===== src/rtl/lla_pkg.sv =====
// Package for the life-like automaton block: command and register codes,
// fixed field widths and the control/status bundles between controller and datapath.
// No dependencies.
package lla_pkg;

  localparam int BOARD_HALVES = 2;

  localparam int IN_W       = 16;
  localparam int OUT_W      = 64;
  localparam int CFG_W      = 16;
  localparam int CFG_ADDR_W = 3;
  localparam int MASK_W     = 9;
  localparam int DIM_CFG_W  = 7;
  localparam int OUT_AGE_W  = 16;
  localparam int LIVE_W     = 13;
  localparam int GEN_W      = 32;

  localparam logic [1:0] CMD_WRITE = 2'd0;
  localparam logic [1:0] CMD_READ  = 2'd1;
  localparam logic [1:0] CMD_GEN   = 2'd2;
  localparam logic [1:0] CMD_CLEAR = 2'd3;

  localparam logic [CFG_ADDR_W-1:0] REG_BIRTH    = 3'd0;
  localparam logic [CFG_ADDR_W-1:0] REG_SURVIVAL = 3'd1;
  localparam logic [CFG_ADDR_W-1:0] REG_COLS     = 3'd2;
  localparam logic [CFG_ADDR_W-1:0] REG_ROWS     = 3'd3;
  localparam logic [CFG_ADDR_W-1:0] REG_DEAD_AGE = 3'd4;

  typedef struct packed {
    logic item_ld;
    logic walk_clr;
    logic clr_step;
    logic clr_zero;
    logic cnt_clear;
    logic wr_cell;
    logic rd_issue;
    logic gen_p0;
    logic gen_p1;
    logic gen_p2;
    logic gen_step;
    logic gen_fin;
    logic out_ld;
  } lla_ctrl_t;

  typedef struct packed {
    logic walk_last;
  } lla_stat_t;

endpackage


===== src/rtl/lla_ctrl.sv =====
// Controller state machine for the life-like automaton block.
// Sequences cell access, board sweeps and result hand-off; uses lla_pkg.
module lla_ctrl
  import lla_pkg::*;
(
  input  logic       clk,
  input  logic       rst_n,
  input  logic       in_tvalid,
  output logic       in_tready,
  input  logic [1:0] in_cmd,
  output logic       out_tvalid,
  input  logic       out_tready,
  output lla_ctrl_t  ctl,
  input  lla_stat_t  stat
);

  localparam logic [3:0] ST_INIT   = 4'd0;
  localparam logic [3:0] ST_IDLE   = 4'd1;
  localparam logic [3:0] ST_WR     = 4'd2;
  localparam logic [3:0] ST_RD     = 4'd3;
  localparam logic [3:0] ST_CLR    = 4'd4;
  localparam logic [3:0] ST_GP0    = 4'd5;
  localparam logic [3:0] ST_GP1    = 4'd6;
  localparam logic [3:0] ST_GP2    = 4'd7;
  localparam logic [3:0] ST_GRUN   = 4'd8;
  localparam logic [3:0] ST_GDRAIN = 4'd9;
  localparam logic [3:0] ST_GFIN   = 4'd10;
  localparam logic [3:0] ST_DONE   = 4'd11;

  logic [3:0] state_r, state_nxt;
  logic       out_valid_r, out_valid_nxt;

  always_comb begin
    ctl           = '0;
    state_nxt     = state_r;
    out_valid_nxt = out_valid_r & ~out_tready;
    unique case (state_r)
      ST_INIT: begin
        ctl.clr_step = 1'b1;
        ctl.clr_zero = 1'b1;
        if (stat.walk_last) state_nxt = ST_IDLE;
      end
      ST_IDLE: begin
        if (in_tvalid) begin
          ctl.item_ld  = 1'b1;
          ctl.walk_clr = 1'b1;
          unique case (in_cmd)
            CMD_WRITE: state_nxt = ST_WR;
            CMD_READ:  state_nxt = ST_RD;
            CMD_GEN:   state_nxt = ST_GP0;
            CMD_CLEAR: state_nxt = ST_CLR;
            default:   state_nxt = ST_IDLE;
          endcase
        end
      end
      ST_WR: begin
        ctl.wr_cell = 1'b1;
        state_nxt   = ST_IDLE;
      end
      ST_RD: begin
        ctl.rd_issue = 1'b1;
        state_nxt    = ST_DONE;
      end
      ST_CLR: begin
        ctl.clr_step = 1'b1;
        if (stat.walk_last) begin
          ctl.cnt_clear = 1'b1;
          state_nxt     = ST_DONE;
        end
      end
      ST_GP0: begin
        ctl.gen_p0 = 1'b1;
        state_nxt  = ST_GP1;
      end
      ST_GP1: begin
        ctl.gen_p1 = 1'b1;
        state_nxt  = ST_GP2;
      end
      ST_GP2: begin
        ctl.gen_p2 = 1'b1;
        state_nxt  = ST_GRUN;
      end
      ST_GRUN: begin
        ctl.gen_step = 1'b1;
        if (stat.walk_last) state_nxt = ST_GDRAIN;
      end
      ST_GDRAIN: begin
        state_nxt = ST_GFIN;
      end
      ST_GFIN: begin
        ctl.gen_fin = 1'b1;
        state_nxt   = ST_DONE;
      end
      ST_DONE: begin
        if (!out_valid_r || out_tready) begin
          ctl.out_ld    = 1'b1;
          out_valid_nxt = 1'b1;
          state_nxt     = ST_IDLE;
        end
      end
      default: state_nxt = ST_IDLE;
    endcase
  end

  always_ff @(posedge clk) begin
    if (!rst_n) begin
      state_r     <= ST_INIT;
      out_valid_r <= 1'b0;
    end else begin
      state_r     <= state_nxt;
      out_valid_r <= out_valid_nxt;
    end
  end

  assign in_tready  = (state_r == ST_IDLE);
  assign out_tvalid = out_valid_r;

endmodule


===== config.mk =====
export PLATFORM = sky130hd
export DESIGN_NAME = lla_ctrl
export DESIGN_NICKNAME = d
export VERILOG_FILES = /design/src/rtl/lla_pkg.sv /design/src/rtl/lla_ctrl.sv
export SDC_FILE = /design/constraint.sdc
export NUM_CORES = 1
export LEC_CHECK = 0
export ABC_AREA = 0
export BUFFER_PORTS_ARGS = -buffer_cell sky130_fd_sc_hd__buf_2
export CAP_MARGIN = 10
export CORE_MARGIN = 2
export CORE_UTILIZATION = 40
export DETAILED_ROUTE_END_ITERATION = 10
export PLACE_DENSITY = 0.71
export SLEW_MARGIN = 25
export SYNTH_ARGS = -nofsm -noshare
export SYNTH_HDL_FRONTEND = slang
export SYNTH_SLANG_ARGS = --single-unit

===== constraint.sdc =====
create_clock -name clk -period 1.75 [get_ports clk]
set_clock_uncertainty 0.15 [all_clocks]
set_input_delay 0.525 -clock clk [delete_from_list [all_inputs] [get_ports clk]]
set_output_delay 0.525 -clock clk [all_outputs]
set_load 0.01 [all_outputs]

==> results.json <==
{
  "status": "finished with violations",
  "violations": "negative setup slack",
  "die_area_um2": 1600,
  "grt_overflow_total": 0,
  "via_per_inst": 5.46,
  "grt_pass1_wl_um": 2730,
  "clockRootBuffer": "clkbuf_4",
  "ff2ff_setup_slack_ns": -0.02,
  "fp.dieW_um": 40.0,
  "arrival_ns": 1.17,
  "synth_top_family_by_area": "simple AND/OR/NAND/NOR gates",
  "fmax_mhz": 542,
  "syn_inst": 69,
  "die_height_um": 40.0,
  "wl_per_cell_um": 14.4,
  "synth_top_area_cell": "dfxtp_1",
  "ios": 22,
  "synth.distinct_cells": 31,
  "clockPowerShare": 0.218,
  "muxShareOfSynthArea": 0,
  "rr_worst_depth": 5,
  "ir_worst_vdd_v": 0.000613,
  "final.min_clock_period_ns": 1.85,
  "drt_pass1_iterations": 4,
  "ant_nets": 0,
  "hold_viol": 0,
  "regArea_um2": 115,
  "drive_gt1_frac": 0.658,
  "grt_pass1_vias": 614,
  "clk_pin_slew_worst_paths_ns": 0.04,
  "start_util": 0.449,
  "core_um2": 1160,
  "stdcell_area_um2": 991,
  "synth_compound_area_frac": 0.248,
  "internal-power_w": 0.000398,
  "rows": 12,
  "ys_seq_elements": 5,
  "finalCritPeriodShare": 1.05,
  "combPwrFrac": 0.549,
  "synth_xor_area_frac": 0,
  "insertion_delay_ns": 0.24,
  "worst_pin_slew_ns": 0.342,
  "grt_max_degree": 12,
  "htreeDepth": 1,
  "dpl_worst_slack_ns": -0.225,
  "cap_violations": 0,
  "gp_congestion": 0.746,
  "grt_setup_unrepaired": "true",
  "timing.final.ws_setup_ns": -0.0957,
  "multi_input_area_um2": 458,
  "hpwl_um": 1110,
  "crit_type": "reg2out",
  "powerDensity_nw_per_um2": 625,
  "place.port_buffers": 21,
  "place_area_um2": 759,
  "fill_cells": 63,
  "syn_nets": 80,
  "seq_area_frac_synth": 0.193,
  "synth-simple-area-share": 0.354,
  "synth_area_um2": 519,
  "hold_path_class": "reg2reg",
  "min-delay-start": "out_tvalid$_SDFF_PN0_",
  "setup_viol": 14,
  "antenna_cells": 0,
  "antenna_found_initial": 0,
  "r2r_start": "state_r[2]$_SDFFE_PN0P_",
  "yosys-top-cells-area": "dfxtp_1 (19%), ha_1 (9.6%), nor3_1 (6.7%)",
  "track_usage": 0.264,
  "avgSynthCellArea_um2": 7.53,
  "required_ns": 1.07,
  "first_iter_violations": 10,
  "power_leakage_nw": 0.471,
  "final_nets": 123,
  "area_growth_pct": 90.8,
  "timing.rr.end": "state_r[1]$_SDFFE_PN0P_",
  "worstHoldPathCells": 2,
  "power_frac_seq": 0.233,
  "synth_top_area_share": 0.193,
  "drv_slew": 0,
  "critPathLaunchType": "flop",
  "hold_path_end": "out_tvalid$_SDFF_PN0_",
  "cts_buffer_depth": 2,
  "cts_hold_buf": 0,
  "p_sw_w": 0.000222,
  "drc_errors": 0,
  "fin_hold_ws_ns": 0.380,
  "yosysWarningCount": 0,
  "max_slew_margin": 0.771,
  "num_vias": 683,
  "switching_share": 0.358,
  "synth_fa_ha_area_frac": 0.0964,
  "clock_sinks": 5,
  "cts_buffers": 3,
  "cp_max_fo": 6,
  "cts_tree": "done",
  "end_kind": "output pin",
  "finalWirelength_um": 1800
}
[worst max path at each step]
stage,cells after the start,startpoint,end,slack [ns]
after floorplan,5,state_r[2]$_SDFFE_PN0P_,ctl[12],-0.03
after global placement,7,in_cmd[0],state_r[1]$_SDFFE_PN0P_,-0.17
after detailed placement,7,in_cmd[0],state_r[1]$_SDFFE_PN0P_,-0.23
after CTS,4,state_r[3]$_SDFFE_PN0P_,ctl[11],-0.09
after global routing,4,state_r[3]$_SDFFE_PN0P_,ctl[11],-0.15
final,4,state_r[3]$_SDFFE_PN0P_,ctl[11],-0.1
[state kept, by name (all words and copies together) (netlist names)]
name,cells
state_r,4
out_tvalid,1
[power by group through the flow]
| stage | clock network, W | logic, W | registers (W) |
|---|---|---|---|
| global placement | 0 | 0.000227 | 0.000150 |
| CTS | 0.000143 | 0.000298 | 0.000143 |
| finish | 0.000135 | 0.000340 | 0.000144 |
| floorplan | 0 | 0.000154 | 0.000131 |
| detailed placement | 0 | 0.000232 | 0.000151 |
| global route | 0.000145 | 0.000364 | 0.000145 |
[cell families after synthesis]
family                   Yosys count
AND/OR/NAND/NOR                   33
flip-flops                         5
buffers and inverters             11
AO/OA/AOI/OAI                     16
adder cells (fa/ha/maj)            4
[cells in the mapped netlist]
cell type	number
nor2_1	8
nor3_1	7
dfxtp_1	5
ha_1	4
inv_1	4
nand2_1	4
nand2b_1	4
a21oi_1	3
buf_2	3
a21boi_0	2
clkbuf_1	2
nand3b_1	2
o211ai_1	2
o21ai_0	2
a2111oi_2	1
a211o_1	1
a21oi_4	1
and2_1	1
buf_4	1
buf_6	1
nand3_1	1
nand4b_1	1
nor2b_1	1
nor4_1	1
o21a_1	1
o221ai_1	1
o311a_1	1
o31ai_1	1
or4_1	1
or4b_2	1
or4b_4	1
[through the flow]
| stage | util | TNS, ns | cells | total power [W] |
|---|---|---|---|---|
| 3_3_place_gp | 0.657 | -0.295 | 112 | 0.000377 |
| 5_1_grt | 0.857 | -1.37 | 125 | 0.000653 |
| 2_1_floorplan | - | -0.0347 | 69 | 0.000285 |
| 4_1_cts | 0.800 | -0.731 | 124 | 0.000583 |
| 3_5_place_dp | 0.657 | -0.494 | 112 | 0.000383 |
| 6_report | 0.857 | -0.706 | 125 | 0.000620 |
[repair_timing]
item                       4_1_cts  5_1_grt
setup endpoints to repair       15       17
pin swaps                       10        6
gates cloned                     0        0
buffers inserted                 8        1
gates resized for setup         25       13
[per-layer routing]
| layer | routed length (um) | vias up | share of wire | track usage |
|---|---|---|---|---|
| met2 | 897 | 26 | 0.50 | 0.448 |
| met1 | 790 | 324 | 0.44 | 0.307 |
| met4 | 32 | 0 | 0.018 | 0.190 |
| li1 | - | 329 | - | - |
| met3 | 77 | 4 | 0.043 | 0.0222 |
| met5 | 0 | - | 0 | 0 |
[worst max-delay path, stage by stage (launching register included)]
cell and delay (ns):
dfxtp_4 0.36, buf_6 0.12, nor3_4 0.17, and2_4 0.18, buf_6 0.10
[cell type report]
cell class	count	share of cell area
Multi-Input combinational cell	53	0.462
Timing Repair Buffer	45	0.352
Sequential cell	5	0.116
Clock buffer	4	0.0265
Inverter	4	0.0253
Tap cell	14	0.0177
[placed cells by master, fill, tap and decap left out, drive strengths merged]
| cell | instances |
|---|---|
| buf | 45 |
| nor2 | 8 |
| nor3 | 7 |
| dfxtp | 5 |
| a21oi | 4 |
| ha | 4 |
| clkbuf | 4 |
| nand2b | 4 |
| nand2 | 4 |
| inv | 4 |
| nand3b | 2 |
| a21boi | 2 |
| o211ai | 2 |
| o21ai | 2 |
| or4b | 2 |
| nand4b | 1 |
| nor2b | 1 |
| nor4 | 1 |
| and2 | 1 |
| a211o | 1 |
| nand3 | 1 |
| o31ai | 1 |
| o221ai | 1 |
| or4 | 1 |
| a2111oi | 1 |
| o21a | 1 |
| o311a | 1 |
No activity file was read; power rests on OpenSTA's default activity.
